`config.mk`:
```
export PLATFORM = sky130hd
export DESIGN_NAME = lsb_stego_payload_extractor_flat
export DESIGN_NICKNAME = d
export VERILOG_FILES = /design/src/lsbx_pkg.sv /design/src/lsbx_if.sv /design/src/lsbx_core.sv /design/src/lsb_stego_payload_extractor.sv /design/src/flat_wrapper.sv
export SDC_FILE = /design/constraint.sdc
export NUM_CORES = 1
export LEC_CHECK = 0
export ABC_CLOCK_PERIOD_IN_PS = 8420
export BUFFER_PORTS_ARGS = -buffer_cell sky130_fd_sc_hd__buf_2
export CAP_MARGIN = 20
export CORE_MARGIN = 2
export CORE_UTILIZATION = 56
export CTS_CLUSTER_SIZE = 20
export DETAILED_ROUTE_END_ITERATION = 7
export HOLD_SLACK_MARGIN = 0.02
export PLACE_DENSITY = 0.69
export SKIP_LAST_GASP = 1
export SLEW_MARGIN = 15
export SYNTH_ARGS = -nofsm -noshare
export SYNTH_HDL_FRONTEND = slang
export SYNTH_SLANG_ARGS = --single-unit
export TNS_END_PERCENT = 1
```
`constraint.sdc`:
```
create_clock -name clk -period 8.42 [get_ports clk]
set_clock_uncertainty 0.05 [all_clocks]
set_input_delay 0.421 -clock clk [delete_from_list [all_inputs] [get_ports clk]]
set_output_delay 0.421 -clock clk [all_outputs]
set_load 0.1 [all_outputs]
```
`src/lsbx_pkg.sv`:
```
// Shared types and constants for the LSB steganography payload extractor.
package lsbx_pkg;

  // Decode phases, one-hot
  typedef enum logic [6:0] {
    PH_HEADER = 7'b0000001,
    PH_MAGIC  = 7'b0000010,
    PH_EXTLEN = 7'b0000100,
    PH_EXT    = 7'b0001000,
    PH_PAYLEN = 7'b0010000,
    PH_DATA   = 7'b0100000,
    PH_DONE   = 7'b1000000
  } phase_t;

  // Result kinds
  typedef enum logic [1:0] {
    KIND_DATA      = 2'd0,
    KIND_EMPTY     = 2'd1,
    KIND_MAGIC_ERR = 2'd2,
    KIND_EXT_ERR   = 2'd3
  } kind_t;

  // Configuration register indexes
  localparam logic CFG_MAGIC_WORD  = 1'b0;
  localparam logic CFG_HEADER_SKIP = 1'b1;

  localparam logic [31:0] EXT_WORD  = 32'h7478742E;  // ".txt", first char in low byte
  localparam logic [31:0] EXT_LEN   = 32'd4;
  localparam logic [4:0]  BYTE_BITS = 5'd8;
  localparam logic [4:0]  WORD_LAST = 5'd31;         // index of last bit of a length word
  localparam logic [7:0]  HEADER_SKIP_RST = 8'd54;

  // One decode step's result
  typedef struct packed {
    logic       valid;
    kind_t      kind;
    logic [7:0] secret_byte;
    logic       last;
  } result_t;

endpackage

```
`src/lsbx_if.sv`:
```
// Valid/ready channel interfaces for carrier bytes and decoded results.
interface lsbx_in_if;
  logic       valid;
  logic       ready;
  logic [7:0] carrier_byte;
  logic       frame_start;

  modport source (output valid, output carrier_byte, output frame_start, input ready);
  modport sink   (input valid, input carrier_byte, input frame_start, output ready);
endinterface

interface lsbx_out_if;
  logic       valid;
  logic       ready;
  logic [1:0] result_kind;
  logic [7:0] secret_byte;
  logic       last;

  modport source (output valid, output result_kind, output secret_byte, output last,
                  input ready);
  modport sink   (input valid, input result_kind, input secret_byte, input last,
                  output ready);
endinterface

```
`src/lsbx_core.sv`:
```
// Frame parser: decode state registers and the one-bit-per-byte step logic.
module lsbx_core
  import lsbx_pkg::*;
(
  input  logic        clk,
  input  logic        rst_n,
  input  logic        step,
  input  logic        hidden_bit,
  input  logic        frame_start,
  input  logic [15:0] magic_word,
  input  logic [7:0]  header_skip,
  output result_t     res
);

  phase_t      phase_r, phase_nxt;
  logic [7:0]  header_count_r, header_count_nxt;
  logic [4:0]  bit_count_r, bit_count_nxt;
  logic [31:0] bit_shift_r, bit_shift_nxt;
  logic [1:0]  char_index_r, char_index_nxt;
  logic [31:0] remaining_r, remaining_nxt;
  logic        hold;
  logic [4:0]  pos;
  logic [2:0]  chars_done;

  // Next-state and result for one carrier byte
  always_comb begin
    phase_nxt        = phase_r;
    header_count_nxt = header_count_r;
    bit_count_nxt    = bit_count_r;
    bit_shift_nxt    = bit_shift_r;
    char_index_nxt   = char_index_r;
    remaining_nxt    = remaining_r;
    hold             = 1'b0;
    pos              = '0;
    chars_done       = '0;
    res.valid        = 1'b0;
    res.kind         = KIND_DATA;
    res.secret_byte  = '0;
    res.last         = 1'b0;

    if (step) begin
      // restart the frame
      if (frame_start) begin
        phase_nxt        = PH_HEADER;
        header_count_nxt = '0;
        bit_count_nxt    = '0;
        bit_shift_nxt    = '0;
        char_index_nxt   = '0;
        remaining_nxt    = '0;
      end

      // header skip; falls through to magic on the same byte once done
      if (phase_nxt == PH_HEADER) begin
        if (header_count_nxt < header_skip) begin
          header_count_nxt = header_count_nxt + 8'd1;
          hold             = 1'b1;
        end else begin
          phase_nxt      = PH_MAGIC;
          bit_count_nxt  = '0;
          bit_shift_nxt  = '0;
          char_index_nxt = '0;
        end
      end

      if (!hold) begin
        case (phase_nxt)
          PH_MAGIC, PH_EXT: begin
            pos                = {char_index_nxt, 3'b000} + bit_count_nxt;
            bit_shift_nxt[pos] = bit_shift_nxt[pos] | hidden_bit;
            bit_count_nxt      = bit_count_nxt + 5'd1;
            if (bit_count_nxt >= BYTE_BITS) begin
              bit_count_nxt  = '0;
              chars_done     = {1'b0, char_index_nxt} + 3'd1;
              char_index_nxt = chars_done[1:0];
              if (phase_nxt == PH_MAGIC) begin
                if (chars_done >= 3'd2) begin
                  if (bit_shift_nxt[15:0] != magic_word) begin
                    phase_nxt = PH_DONE;
                    res.valid = 1'b1;
                    res.kind  = KIND_MAGIC_ERR;
                    res.last  = 1'b1;
                  end else begin
                    phase_nxt = PH_EXTLEN;
                  end
                  bit_shift_nxt  = '0;
                  char_index_nxt = '0;
                end
              end else if (chars_done >= 3'd4) begin
                if (bit_shift_nxt != EXT_WORD) begin
                  phase_nxt = PH_DONE;
                  res.valid = 1'b1;
                  res.kind  = KIND_EXT_ERR;
                  res.last  = 1'b1;
                end else begin
                  phase_nxt = PH_PAYLEN;
                end
                bit_shift_nxt  = '0;
                char_index_nxt = '0;
              end
            end
          end

          PH_EXTLEN, PH_PAYLEN: begin
            bit_shift_nxt[bit_count_nxt] = bit_shift_nxt[bit_count_nxt] | hidden_bit;
            if (bit_count_nxt < WORD_LAST) begin
              bit_count_nxt = bit_count_nxt + 5'd1;
            end else begin
              bit_count_nxt = '0;
              bit_shift_nxt = '0;
              if (phase_nxt == PH_EXTLEN) begin
                char_index_nxt = '0;
                if (bit_shift_r != EXT_LEN || hidden_bit) begin
                  // length word complete and not four
                  phase_nxt = PH_DONE;
                  res.valid = 1'b1;
                  res.kind  = KIND_EXT_ERR;
                  res.last  = 1'b1;
                end else begin
                  phase_nxt = PH_EXT;
                end
              end else if (bit_shift_r[30:0] == '0 && !hidden_bit) begin
                phase_nxt = PH_DONE;
                res.valid = 1'b1;
                res.kind  = KIND_EMPTY;
                res.last  = 1'b1;
              end else begin
                remaining_nxt = {hidden_bit, bit_shift_r[30:0]};
                phase_nxt     = PH_DATA;
              end
            end
          end

          PH_DATA: begin
            pos                = {2'b00, bit_count_nxt[2:0]};
            bit_shift_nxt[pos] = bit_shift_nxt[pos] | hidden_bit;
            bit_count_nxt      = bit_count_nxt + 5'd1;
            if (bit_count_nxt >= BYTE_BITS) begin
              res.valid       = 1'b1;
              res.kind        = KIND_DATA;
              res.secret_byte = bit_shift_nxt[7:0];
              bit_count_nxt   = '0;
              bit_shift_nxt   = '0;
              remaining_nxt   = remaining_nxt - 32'd1;
              if (remaining_nxt == '0) begin
                phase_nxt = PH_DONE;
                res.last  = 1'b1;
              end
            end
          end

          default: begin
            // done: ignore bytes until the next frame start
          end
        endcase
      end
    end
  end

  // State registers
  always_ff @(posedge clk) begin
    if (!rst_n) begin
      phase_r        <= PH_HEADER;
      header_count_r <= '0;
      bit_count_r    <= '0;
      bit_shift_r    <= '0;
      char_index_r   <= '0;
      remaining_r    <= '0;
    end else begin
      phase_r        <= phase_nxt;
      header_count_r <= header_count_nxt;
      bit_count_r    <= bit_count_nxt;
      bit_shift_r    <= bit_shift_nxt;
      char_index_r   <= char_index_nxt;
      remaining_r    <= remaining_nxt;
    end
  end

  // A result marked last closes the frame
  a_last_ends_frame: assert property (@(posedge clk) disable iff (!rst_n)
    (step && res.valid && res.last) |=> phase_r == PH_DONE)
    else $error("last result did not end the frame");

  // Byte-wide phases never hold more than seven pending bits
  a_byte_count: assert property (@(posedge clk) disable iff (!rst_n)
    (phase_r == PH_MAGIC || phase_r == PH_EXT || phase_r == PH_DATA)
      |-> bit_count_r < BYTE_BITS)
    else $error("bit count overran a byte");

  // No hidden bits are collected during the header skip
  a_header_clean: assert property (@(posedge clk) disable iff (!rst_n)
    phase_r == PH_HEADER |-> (bit_shift_r == '0 && bit_count_r == '0))
    else $error("hidden bits collected during header");

  // Payload phase always has bytes still owed
  a_data_remaining: assert property (@(posedge clk) disable iff (!rst_n)
    phase_r == PH_DATA |-> remaining_r != '0)
    else $error("payload phase with nothing remaining");

endmodule

```
`src/lsb_stego_payload_extractor.sv`:
```
// Top level: input register, frame parser, result register and config registers.
//
//   channel  | dir | transaction
//   in_ch    | in  | carrier_byte[7:0], frame_start
//   out_ch   | out | result_kind[1:0], secret_byte[7:0], last
//   cfg_*    | in  | cfg_we, cfg_index (0 magic_word, 1 header_skip), cfg_data[15:0]
//
// One carrier byte per cycle sustained while the result side is not stalled; an input
// transaction is captured in the input register, then parsed into the result register.
// rst_n is synchronous active low: parser returns to header skip, magic_word 0,
// header_skip 54. A stalled result holds the pipeline; with one byte parked in
// the input register the input side stalls too.
module lsb_stego_payload_extractor
  import lsbx_pkg::*;
(
  input  logic        clk,
  input  logic        rst_n,
  lsbx_in_if.sink     in_ch,
  lsbx_out_if.source  out_ch,
  input  logic        cfg_we,
  input  logic        cfg_index,
  input  logic [15:0] cfg_data
);

  logic [15:0] magic_word_r;
  logic [7:0]  header_skip_r;
  logic        in_v_r;
  logic        in_bit_r;
  logic        in_fs_r;
  logic        out_v_r;
  kind_t       out_kind_r;
  logic [7:0]  out_byte_r;
  logic        out_last_r;
  logic        adv;
  result_t     res;

  // Configuration registers
  always_ff @(posedge clk) begin
    if (!rst_n) begin
      magic_word_r  <= '0;
      header_skip_r <= HEADER_SKIP_RST;
    end else if (cfg_we) begin
      case (cfg_index)
        CFG_MAGIC_WORD:  magic_word_r  <= cfg_data;
        CFG_HEADER_SKIP: header_skip_r <= cfg_data[7:0];
        default: begin
        end
      endcase
    end
  end

  // Parse the held byte when the result slot is free or draining
  assign adv         = in_v_r && (!out_v_r || out_ch.ready);
  assign in_ch.ready = !in_v_r || adv;

  // Input register; only bit zero carries hidden data
  always_ff @(posedge clk) begin
    if (!rst_n) begin
      in_v_r <= 1'b0;
    end else if (in_ch.ready) begin
      in_v_r <= in_ch.valid;
    end
  end

  always_ff @(posedge clk) begin
    if (in_ch.valid && in_ch.ready) begin
      in_bit_r <= in_ch.carrier_byte[0];
      in_fs_r  <= in_ch.frame_start;
    end
  end

  lsbx_core u_core (
    .clk         (clk),
    .rst_n       (rst_n),
    .step        (adv),
    .hidden_bit  (in_bit_r),
    .frame_start (in_fs_r),
    .magic_word  (magic_word_r),
    .header_skip (header_skip_r),
    .res         (res)
  );

  // Result register
  always_ff @(posedge clk) begin
    if (!rst_n) begin
      out_v_r <= 1'b0;
    end else if (adv) begin
      out_v_r <= res.valid;
    end else if (out_ch.ready) begin
      out_v_r <= 1'b0;
    end
  end

  always_ff @(posedge clk) begin
    if (adv && res.valid) begin
      out_kind_r <= res.kind;
      out_byte_r <= res.secret_byte;
      out_last_r <= res.last;
    end
  end

  assign out_ch.valid       = out_v_r;
  assign out_ch.result_kind = out_kind_r;
  assign out_ch.secret_byte = out_byte_r;
  assign out_ch.last        = out_last_r;

  // A parked byte is never dropped
  a_in_hold: assert property (@(posedge clk) disable iff (!rst_n)
    (in_v_r && !adv) |=> in_v_r)
    else $error("held carrier byte lost");

  // A byte is parsed only into a free or draining result slot
  a_no_overwrite: assert property (@(posedge clk) disable iff (!rst_n)
    adv |-> (!out_v_r || out_ch.ready))
    else $error("result overwritten while stalled");

  // A new result appears only after a parse step
  a_result_source: assert property (@(posedge clk) disable iff (!rst_n)
    (!out_v_r || out_ch.ready) ##1 out_v_r |-> $past(adv))
    else $error("result without parse step");

endmodule

```
`src/flat_wrapper.sv`:
```
// flat-port wrapper written by rule: the top's interface ports become plain ports
module lsb_stego_payload_extractor_flat import lsbx_pkg::*;
  (clk, rst_n, cfg_we, cfg_index, cfg_data, in_ch_valid, in_ch_carrier_byte, in_ch_frame_start, in_ch_ready, out_ch_valid, out_ch_result_kind, out_ch_secret_byte, out_ch_last, out_ch_ready);
  lsbx_in_if in_ch_i ();
  lsbx_out_if out_ch_i ();
  input  logic clk;
  input  logic rst_n;
  input  logic cfg_we;
  input  logic cfg_index;
  input  logic [15:0] cfg_data;
  input wire logic [$bits(in_ch_i.valid)-1:0] in_ch_valid;
  input wire logic [$bits(in_ch_i.carrier_byte)-1:0] in_ch_carrier_byte;
  input wire logic [$bits(in_ch_i.frame_start)-1:0] in_ch_frame_start;
  output wire logic [$bits(in_ch_i.ready)-1:0] in_ch_ready;
  output wire logic [$bits(out_ch_i.valid)-1:0] out_ch_valid;
  output wire logic [$bits(out_ch_i.result_kind)-1:0] out_ch_result_kind;
  output wire logic [$bits(out_ch_i.secret_byte)-1:0] out_ch_secret_byte;
  output wire logic [$bits(out_ch_i.last)-1:0] out_ch_last;
  input wire logic [$bits(out_ch_i.ready)-1:0] out_ch_ready;
  assign in_ch_i.valid = in_ch_valid;
  assign in_ch_i.carrier_byte = in_ch_carrier_byte;
  assign in_ch_i.frame_start = in_ch_frame_start;
  assign in_ch_ready = in_ch_i.ready;
  assign out_ch_valid = out_ch_i.valid;
  assign out_ch_result_kind = out_ch_i.result_kind;
  assign out_ch_secret_byte = out_ch_i.secret_byte;
  assign out_ch_last = out_ch_i.last;
  assign out_ch_i.ready = out_ch_ready;
  lsb_stego_payload_extractor u_core (.clk(clk), .rst_n(rst_n), .in_ch(in_ch_i), .out_ch(out_ch_i), .cfg_we(cfg_we), .cfg_index(cfg_index), .cfg_data(cfg_data));
endmodule
```
; ---- Word level (Yosys, flattened, before mapping)
; Index checks and enable logic that the tools add are counted.
[totals]
out_inout_bits = 13
elab_cells = 180
register_bits = 125
[classes]
bitwise = 7
n_addsub = 5
n_reduce_logical = 23
n_lt_le_gt_ge = 11
n_eq_ne = 9
n_mux = 110
[ops]
columns = cell, count
row1 = $mux 32, 18
row2 = $mux 7, 18
row3 = $bwmux 32, 3
row4 = $pmux 32 s3, 1
row5 = $pmux 32 s2, 1
row6 = $mux 8, 5
row7 = $mux 12, 3
row8 = $mux 5, 7
row9 = $logic_not 32->1, 1
row10 = $ne 32x3->1 const B, 1
row11 = $ne 32x31->1 const B, 1
row12 = $sub 32x1->32 const B, 1
row13 = $logic_not 31->1, 1
row14 = $mux 3, 10
row15 = $mux 1, 22
row16 = $mux 2, 11
row17 = $pmux 7 s3, 1
row18 = $ne 16x16->1, 1
row19 = $lt 5x6->1 const B, 2
row20 = $bmux 1 s5, 2
row21 = $demux 1 s5, 2
row22 = $ge 5x1->1 const B, 2
row23 = $pmux 5 s2, 1
row24 = $pmux 3 s3, 1
row25 = other kinds (31), 49

; ---- Longest topological paths before layout
; Gate-level depths: netlist (run 1).
[depth]
word_depth = 23
depth_mapped = 29
ltp_nobuf = 20

; ---- Modules after synthesis
; A second synthesis (run 1) with hierarchy kept.
[hier_totals]
cells_unflattened = 1613
area_unflattened_um2 = 11517.3
[by_module_without_submodules]
columns = module, n_inst, seq_area_each_um2, area_per_inst_um2, cells_each
row1 = lsbx_core, 1, 1721.7, 10070.9, 1485
row2 = lsb_stego_payload_extractor, 1, 910.9, 1446.4, 128

; ---- Worst setup path after synthesis (run 1)
; No wires, ideal clock.
[synth_timing]
path_type = reg2reg
from = register u_core.in_fs_r
to = register u_core.out_last_r (netlist: u_core.out_ch.last) (enable)
t_arrival_ns = 6.500
stages_incl_launch_ff = 28
setup_slack_ns = 1.485
path_buffers = 10
required_ns = 7.984
cell_sequence = edfxtp_1 -> buf_2 -> buf_1 -> clkbuf_1 -> clkbuf_1 -> buf_2 -> nor2b_1 -> ha_1 -> o21a_1 -> a21oi_1 -> o211ai_2 -> buf_6 -> buf_6 -> a21oi_4 -> buf_2 -> buf_2 -> and2_1 -> ha_1 -> a21oi_1 -> a211oi_2 -> nand2_1 -> o32ai_1 -> or2_0 -> buf_2 -> mux2_1 -> nand4_1 -> a21oi_2 -> a31oi_1
[synth_via]
elab_chain_cells = 21
[synth_lines]
columns = item, line_no
row1 = from (decl), lsb_stego_payload_extractor.sv:29  ; logic in_fs_r;
row2 = from (signal assigned), lsb_stego_payload_extractor.sv:68  ; in_fs_r <= in_ch.frame_start;
row3 = $mux 8, lsbx_core.sv:43  ; if (frame_start) begin
row4 = $mux 8, lsbx_core.sv:41  ; if (step) begin
row5 = $lt 8x8->1, lsbx_core.sv:54  ; if (header_count_nxt < header_skip) begin
row6 = $mux 5 or $mux 2 (tied branches), lsbx_core.sv:54
row7 = $mux 5 or $mux 2 (tied branches), lsbx_core.sv:53  ; if (phase_nxt == PH_HEADER) begin
row8 = $mux 5 or $mux 2 (tied branches), lsbx_core.sv:41
row9 = $add 5x5->5, lsbx_core.sv:68  ; pos = {char_index_nxt, 3'b000} + bit_count_nxt;
row10 = $lt 5x6->1 (not written as such) or $ge 5x1->1 (tied branches), lsbx_core.sv:69  ; bit_shift_nxt[pos] = bit_shift_nxt[pos] | hidden_bit;
row11 = (+5 left out), n/a
row12 = $mux 3 (on tied branches), "lsbx_core.sv:89, lsbx_core.sv:77"
row13 = $mux 3 (on tied branches), "lsbx_core.sv:88, lsbx_core.sv:76"
row14 = $mux 3, lsbx_core.sv:75  ; if (phase_nxt == PH_MAGIC) begin
row15 = $mux 3, lsbx_core.sv:71  ; if (bit_count_nxt >= BYTE_BITS) begin
row16 = $pmux 3 s3, lsbx_core.sv:66  ; case (phase_nxt)
row17 = $mux 12 *, lsbx_core.sv:65  ; if (!hold) begin
row18 = $mux 12 *, lsbx_core.sv:41
row19 = $logic_and 1x1->1 *, lsb_stego_payload_extractor.sv:95  ; if (adv && res.valid) begin
row20 = to (signal assigned), lsb_stego_payload_extractor.sv:98  ; out_last_r <= res.last;
row21 = to (decl), lsb_stego_payload_extractor.sv:33  ; logic out_last_r;
; Every way passes the cells marked *; elsewhere a longest branch is shown, timed or not. The select of a mux whose other input is x is not followed.
; A chain may end at the register's enable or synchronous reset.

; ---- Worst setup path after layout (run 1)
[layout_timing]
from = register u_core.in_fs_r
to = register u_core.out_kind_r[0] (netlist: u_core.out_ch.result_kind[0]) (enable)
[layout_via]
elab_chain_cells = 21
[layout_lines]
columns = item, line_no
row1 = $mux 8, lsbx_core.sv:43
row2 = $mux 8, lsbx_core.sv:41
row3 = $lt 8x8->1, lsbx_core.sv:54
row4 = $mux 5 or $mux 2 (tied branches), lsbx_core.sv:54
row5 = $mux 5 or $mux 2 (tied branches), lsbx_core.sv:53
row6 = $mux 5 or $mux 2 (tied branches), lsbx_core.sv:41
row7 = $add 5x5->5, lsbx_core.sv:68
row8 = $lt 5x6->1 (not written as such) or $ge 5x1->1 (tied branches), lsbx_core.sv:69
row9 = (+5 left out), n/a
row10 = $mux 3 (on tied branches), "lsbx_core.sv:89, lsbx_core.sv:77"
row11 = $mux 3 (on tied branches), "lsbx_core.sv:88, lsbx_core.sv:76"
row12 = $mux 3, lsbx_core.sv:75
row13 = $mux 3, lsbx_core.sv:71
row14 = $pmux 3 s3, lsbx_core.sv:66
row15 = $mux 12 *, lsbx_core.sv:65
row16 = $mux 12 *, lsbx_core.sv:41
row17 = $logic_and 1x1->1 *, lsb_stego_payload_extractor.sv:95
row18 = to (signal assigned), lsb_stego_payload_extractor.sv:96  ; out_kind_r <= res.kind;
row19 = to (decl), lsb_stego_payload_extractor.sv:31  ; kind_t out_kind_r;
; Marks and branches as above.

==> summary.md, run 1 <==
| Metric | Value |
|---|---|
| Sw Share | `0.275` |
| Synth area leader | `dfxtp_1` |
| Initial antenna violation count | `1` |
| Cell-internal power | `~1.2 mW` |
| Die width | `144 um` |
| Switching power | `around 0.45 mW` |
| Worst skew pair latency | `0.42 ns` |
| GRT Total Usage | `0.487` |
| Min Hold Slack | `0.121 ns` |
| First DRT Iteration DRCs | `2130` |
| #FFs+latches synth | `125` |
| Crit path max fanout | `36` |
| Least-Margin Pin Slew | `1.17 ns` |
| Core area | `19300 sq um` |
| Drt drc | `4` |
| Cts repair resizes | `0` |
| Hold Path Cell Cnt | `1` |
| Failing checks | `DRC` |
| Post-Syn Area per Cell | `7.07 sq um` |
| Lkg Pwr | `~4.0 nW` |
| R2R depth | `19` |
| Final hold viol count | `0` |
| Largest net degree at the start of global routing | `65` |
| Synth async-reset ratio | `0` |
| Boundary Pins | `44` |
| Vias in the first global route | `12200` |
| Routing usage on met1 | `0.609` |
| Final setup viols | `0` |
| Buf/Inv on CP | `2` |
| Cts bufs inserted | `17` |
| FILL cells | `1869` |
| Setup tns final | `0 ns` |
| Clock Tree Buf Depth | `2` |
| Post-synth top flop | `dfxtp_1` |
| First-pass GRT wire length | `75.1 mm` |
| Critical path depth in cells | `19` |
| Antenna cells | `0` |
| Port Buffers | `36` |
| Hold-fix buffers, CTS | `0` |
| RSZ-0062 raised after global routing | `no` |
| CP Data Arrival Time | `6.80 ns` |
| Routed via count | `13600` |
| Seq/Total Area, Yosys | `0.240` |
| CP endpoint kind | `flop` |
| Crit-path cells | `nor2b_1 -> ha_1 -> a211o_1 -> a211oi_4 -> nor2_2 -> buf_4 -> a21oi_4 -> and2_1 -> ha_1 -> buf_4 -> mux2i_1 -> nor4_1 -> o2111ai_1 -> a2111oi_0 -> nand4_1 -> nor4_1 -> nand4_1 -> a21oi_2 -> a31oi_2` |
| Root buf cell | `clkbuf_16` |
| Crit start category | `flop` |
| Synthesized area | `11000 sq um` |
| Critical setup path kind | `reg -> reg` |
| Final period util | `0.803` |
| Area growth from synthesis to layout | `9.05%` |
| Area share of the largest cell type after synthesis | `0.204` |
| Synthesis Warnings | `0` |
| Clock-pin slew on the worst setup and hold paths | `0.06 ns` |
| Clk sink count | `125` |
| Pre-antenna DRT Iters | `8` |
| Post-synth cell types | `between 100 and 150` |
| Logic pwr share | `0.103` |
| Die Area | `20800 sq um` |
| GRT busiest layer | `met2` |
| Post-Syn Instances | `1555` |
| Share of post-route cells with drive strength above 1 | `0.118` |
| Critical path's slowest cell | `a2111oi_0` |
| Initial Util | `0.568` |
| Cell row count | `51` |
| Final wirelength | `50.6 mm` |
| Nets | `1578` |
| Gp weighted congestion | `1.09` |
| Met3 Usage GRT | `0.165` |
| EDFF count, synth | `13` |
| Max cap viols | `0` |
| Post-layout min period | `6.76 ns` |
| DP Wirelength | `about 35 mm` |
| Status | `finished with violations` |
| Pins over their slew limit | `0` |
| Clock Power Share | `0.511` |
| Total gr overflow | `0` |
| Hold Crit Class | `in -> reg` |
| Flop pwr share | `0.386` |
| CTS H-tree depth | `4` |
| Vias/cell | `7.52` |
| Synth area leaders | `dfxtp_1 (20%), nand2_1 (7.1%), a21oi_1 (6.6%)` |
| Post-DRT Antenna Nets | `0` |
| FMAX | `148 MHz` |
| Post-CTS setup repair buffer count | `0` |
| Max IR drop VDD | `0.000126 V` |
| Relative slew slack | `0.217` |
| CP peak stage delay | `0.78 ns` |
| Top Family by Delay on Critical Path | `compound AO/OA/AOI/OAI gates` |
| Post-DR wirelength/cell | `28.0 um` |
| Met2 usage in global routing | `0.708` |
| Critical path required time | `approximately 8.5 ns` |
| Synth Net Count | `~1600` |
| Die height | `144 um` |
| CTS tree | `built` |
| Power Density | `137 nW/um^2` |
[registers in the layout, indices dropped and copies added, names as in the netlist]
| signal | cells |
|---|---|
| u_core.u_core.header_count_r | 8 |
| u_core.u_core.remaining_r | 32 |
| u_core.in_v_r | 1 |
| u_core.u_core.bit_count_r | 5 |
| u_core.magic_word_r | 16 |
| u_core.in_fs_r | 1 |
| u_core.u_core.phase_r | 7 |
| u_core.out_ch.last | 1 |
| u_core.out_ch.result_kind | 2 |
| u_core.out_ch.valid | 1 |
| u_core.u_core.bit_shift_r | 32 |
| u_core.in_bit_r | 1 |
| u_core.out_ch.secret_byte | 8 |
| u_core.u_core.char_index_r | 2 |
| u_core.header_skip_r | 8 |
[metrics by stage]
stage	worst slack (ns)	power [mW]	instance area, sq um	std cells	util
after floorplan	1.48	0.746	11000	1555	-
after global placement	1.84	0.800	11300	1777	0.586
after detailed placement	1.81	0.802	11300	1777	0.586
after CTS	1.76	1.62	12000	1809	0.619
after global routing	1.46	1.67	12000	1809	0.620
final	1.66	1.64	12000	1809	0.620
[synthesized netlist by cell type, types with 16 or more instances]
master,instances
a21oi_1,146
a22oi_1,22
a31oi_1,47
and2_1,18
buf_2,23
clkbuf_1,88
dfxtp_1,112
ha_1,16
inv_1,35
nand2_1,208
nand3_1,52
nand4_1,16
nor2_1,177
nor2b_1,22
nor3_1,50
nor4_1,25
o211ai_1,17
o21ai_0,76
o21ai_1,20
o22ai_1,22
[path summary, 6_finish.rpt]
check        slack, ns                                          to                                 start
max               1.66  u_core.out_ch.result_kind[0]$_SDFFCE_PP0P_              u_core.in_fs_r$_DFFE_PP_
min               0.12                    u_core.in_fs_r$_DFFE_PP_                     in_ch_frame_start
max reg2reg       1.66  u_core.out_ch.result_kind[0]$_SDFFCE_PP0P_              u_core.in_fs_r$_DFFE_PP_
min reg2reg       0.40        u_core.header_skip_r[3]$_SDFFE_PN0P_  u_core.header_skip_r[3]$_SDFFE_PN0P_
[cell type report]
cell class	count	area [sq um]	share of cell area
sequential	125	2630	0.220
clock inverter	14	216	0.0181
multi-input combinational	1266	7690	0.642
inverter	37	139	0.0116
clock buffer	18	429	0.0358
timing repair buffer	84	541	0.0451
tap	265	332	0.0277
[logic make-up (layout without fill, tap and decap cells)]
| family | count (synthesis) | in the layout | share of synthesized area |
|---|---|---|---|
| and+or+nand+nor | 647 | 647 | 0.283 |
| muxes | 28 | 28 | 0.0335 |
| buffers and inverters | 164 | 153 | 0.0638 |
| DFF | 125 | 125 | 0.240 |
| adders and majority gates | 16 | 16 | 0.0182 |
| AOI/OAI and AO/OA | 553 | 553 | 0.345 |
| xor gates and xnor gates | 22 | 22 | 0.0175 |
[layer usage]
metal | part of all wire | vias up | routed length (um)
met5 | 0 | - | 0
met4 | 0.087 | 0 | 4410
met3 | 0.16 | 347 | 7880
met2 | 0.40 | 1251 | 20400
met1 | 0.35 | 6190 | 17900
li1 | - | 5810 | -
[power groups by stage]
stage	logic (mW)	clock network (mW)	registers (mW)
finish	0.169	0.836	0.631
global route	0.178	0.857	0.631
CTS	0.161	0.832	0.629
floorplan	0.114	0	0.632
global placement	0.158	0	0.642
detailed placement	0.160	0	0.642
[cell usage in the layout (no fill, tap or decap), drive strengths merged, types with 19 or more instances in the layout]
cell type	n
nor4	32
a31oi	47
buf	84
o21ai	98
nand3	53
a22oi	23
inv	39
nor2b	23
nor3	53
a21oi	152
nand2	210
o22ai	23
and2	19
dfxtp	112
nor2	180
[worst register-to-register path: stages (launching register included)]
cell	delay, ns
edfxtp_1	0.51
nor2b_1	0.27
ha_1	0.30
a211o_1	0.32
a211oi_4	0.41
nor2_2	0.13
buf_4	0.24
a21oi_4	0.16
and2_1	0.25
ha_1	0.29
buf_4	0.27
mux2i_1	0.20
nor4_1	0.49
o2111ai_1	0.23
a2111oi_0	0.78
nand4_1	0.16
nor4_1	0.32
nand4_1	0.33
a21oi_2	0.38
a31oi_2	0.32
(Power assumes the default switching activity.)
==> inputs of run 2 (changes only) <==
- ABC_AREA: unset -> 1
- ABC_CLOCK_PERIOD_IN_PS: 8420 -> 6100
- PLACE_DENSITY: 0.69 -> 0.72
- clock period: 8.42 -> 6.1 ns (I/O delays scaled with it)
==> run 2 against run 1 <==
  * The run now ends clean
  * Combinational power grew 79%
  * Clock power grew 29%
  * Worst setup slack got worse by 1.2 ns
  * Core utilization grew 0.91 points
  * Flip-flop and latch count unchanged
  * Count of clock-buffer cells in the layout unchanged
==> summary.md, run 2 <==
| Metric | Value |
|---|---|
| Total gr overflow | `0` |
| Post-synth top flop | `dfxtp_1` |
| Die height | `140 um` |
| Share of post-route cells with drive strength above 1 | `0.101` |
| Post-Syn Area per Cell | `6.00 sq um` |
| Max IR drop VDD | `between 0.00015 and 0.0002 V` |
| Gp weighted congestion | `0.978` |
| Pins over their slew limit | `0` |
| Synthesis Warnings | `0` |
| EDFF count, synth | `13` |
| Max cap viols | `0` |
| #FFs+latches synth | `125` |
| Synth area leaders | `dfxtp_1 (22%), nand2_1 (16%), inv_1 (7.4%)` |
| Area growth from synthesis to layout | `9.23%` |
| Boundary Pins | `44` |
| Synth async-reset ratio | `0` |
| Synthesized area | `10400 sq um` |
| Vias/cell | `6.01` |
| Status | `completed` |
| First-pass GRT wire length | `just under 60 mm` |
| Post-synth top cells | `nand2_1 (446), inv_1 (206), nor2_1 (180)` |
| Power Density | `197 nW/um^2` |
| CTS H-tree depth | `4` |
| GRT Total Usage | `0.375` |
| Post-synth cell types | `53` |
| Routed via count | `about 12000` |
| Lkg Pwr | `4.84 nW` |
| Post-DR wirelength/cell | `18.6 um` |
| FMAX | `177 MHz` |
| Cts bufs inserted | `17` |
| Final wirelength | `around 37 mm` |
| Drt drc | `0` |
| Worst skew pair latency | `0.44 ns` |
| Clk sink count | `125` |
| Final Non-Filler Cells | `1988` |
| Critical path required time | `6.12 ns` |
| Synth Net Count | `1784` |
| Area share of the largest cell type after synthesis | `0.215` |
| Crit start category | `flop` |
| Synth area leader | `dfxtp_1` |
| Design Area, Final | `around 11000 sq um` |
| Setup tns final | `0 ns` |
| Initial Util | `0.576` |
| Hold Crit Class | `in -> reg` |
| Nets | `about 1800` |
| Vias in the first global route | `~11000` |
| CP endpoint kind | `flop` |
| Relative slew slack | `0.414` |
| Die Area | `19700 sq um` |
| Final setup viols | `0` |
| Post-Syn Instances | `1737` |
| First DRT Iteration DRCs | `1398` |
| Seq/Total Area, Yosys | `0.253` |
| Commonest non-fill, non-tap cell in the layout | `nand2_1` |
| Pre-antenna DRT Iters | `6` |
| CP Data Arrival Time | `5.68 ns` |
| Most frequent cells in the layout | `nand2_1 (445), inv_1 (205), nor2_1 (180), nand3_1 (121), dfxtp_1 (112)` |
| Top Registers | `u_core.u_core.bit_shift_r (32), u_core.u_core.remaining_r (32), u_core.magic_word_r (16)` |
| Cell with the most instances after synthesis | `nand2_1` |
| Least-Margin Pin Slew | `0.879 ns` |
| Final hold viol count | `0` |
| Port Buffers | `36` |
| Cell row count | `just under 50` |
| DP Area | `10700 sq um` |
| Clock-pin slew on the worst setup and hold paths | `0.07 ns` |
| Die width | `140 um` |
| CP most frequent cell | `nand2_1` |
| Post-DRT Antenna Nets | `0` |
| CP peak stage delay | `around 0.57 ns` |
| DP Wirelength | `26.4 mm` |
| Clock Tree Buf Depth | `2` |
| Antenna cells | `0` |
| Post-CTS setup repair buffer count | `0` |
| Root buf cell | `clkbuf_16` |
| Post-layout min period | `5.65 ns` |
| CTS tree | `built` |
| Dpl cells | `1954` |
| Final period util | `0.927` |
| Core area | `18100 sq um` |
| RSZ-0062 raised after global routing | `no` |
| Initial antenna violation count | `0` |
| Crit path max fanout | `21` |
| Critical path's slowest cell | `edfxtp_1` |
| Critical setup path kind | `reg -> reg` |
| Largest net degree at the start of global routing | `70` |
## run 2: what timing repair did
item | in CTS | in global routing
endpoints found under the setup margin | 0 | 11
gates resized for setup | 0 | 1
hold buffers | 2 | 0
endpoints found under the hold margin | 2 | 0
## run 2: per-layer routing
| layer | up-vias | part of all wire | track usage |
|---|---|---|---|
| li1 | 5829 | - | - |
| met1 | 5375 | 0.42 | 0.505 |
| met2 | 620 | 0.45 | 0.593 |
| met3 | 115 | 0.095 | 0.0704 |
| met4 | 0 | 0.038 | 0.149 |
| met5 | - | 0 | 0 |
## run 2: path summary, 6_finish.rpt
kind / from / to / slack, ns / cells after the start
setup / recovery: u_core.in_fs_r$_DFFE_PP_ / u_core.out_ch.secret_byte[3]$_SDFFCE_PP0P_ / 0.45 / 30
hold reg to reg: u_core.u_core.remaining_r[25]$_SDFFE_PN0P_ / u_core.u_core.remaining_r[25]$_SDFFE_PN0P_ / 0.42 / 2
setup reg to reg: u_core.in_fs_r$_DFFE_PP_ / u_core.out_ch.secret_byte[3]$_SDFFCE_PP0P_ / 0.45 / 30
hold / removal: cfg_data[12] / u_core.magic_word_r[12]$_SDFFE_PN0P_ / 0.04 / 3
## run 2: layout make-up
class,count,area [sq um]
inverters,240,901
flip-flops and latches,125,2630
repair buffers,68,425
clock inverters,14,156
clock buffers,18,450
multi-input cells,1294,6520
fillers,1771,6710
well taps,229,287
## run 2: critical path: cells and delay by family (launching register included)
| kind | cells | cell delay (ns) |
|---|---|---|
| AND/OR/NAND/NOR | 22 | 3.01 |
| buffers and inverters | 5 | 1.04 |
| flip-flops | 1 | 0.57 |
| adder cells (fa/ha/maj) | 2 | 0.46 |
| AO/OA/AOI/OAI | 1 | 0.15 |
## run 2: logic make-up after synthesis
logic type                 share of synthesized area
and+or+nand+nor                                0.376
AOI/OAI and AO/OA                              0.204
buffers and inverters                          0.122
DFF                                            0.253
xor gates and xnor gates                      0.0261
adders and majority gates                     0.0192
## run 2: where the power goes
group / internal (mW) / switching [mW] / total, mW
clock: 0.634 / 0.443 / 1.08
combinational: 0.0866 / 0.216 / 0.303
sequential: 0.848 / 0.0145 / 0.863
total: 1.57 / 0.674 / 2.24
## run 2: per-stage QoR
step	utilization	power (mW)	hold WS [ns]	setup WS [ns]
finish	0.629	2.24	0.0358	0.447
global route	0.629	2.31	0.0481	0.0604
CTS	0.629	2.24	0.0372	0.444
detailed placement	0.594	1.17	0.411	0.505
global placement	0.594	1.17	0.399	0.554
floorplan	-	1.09	0.354	0.689
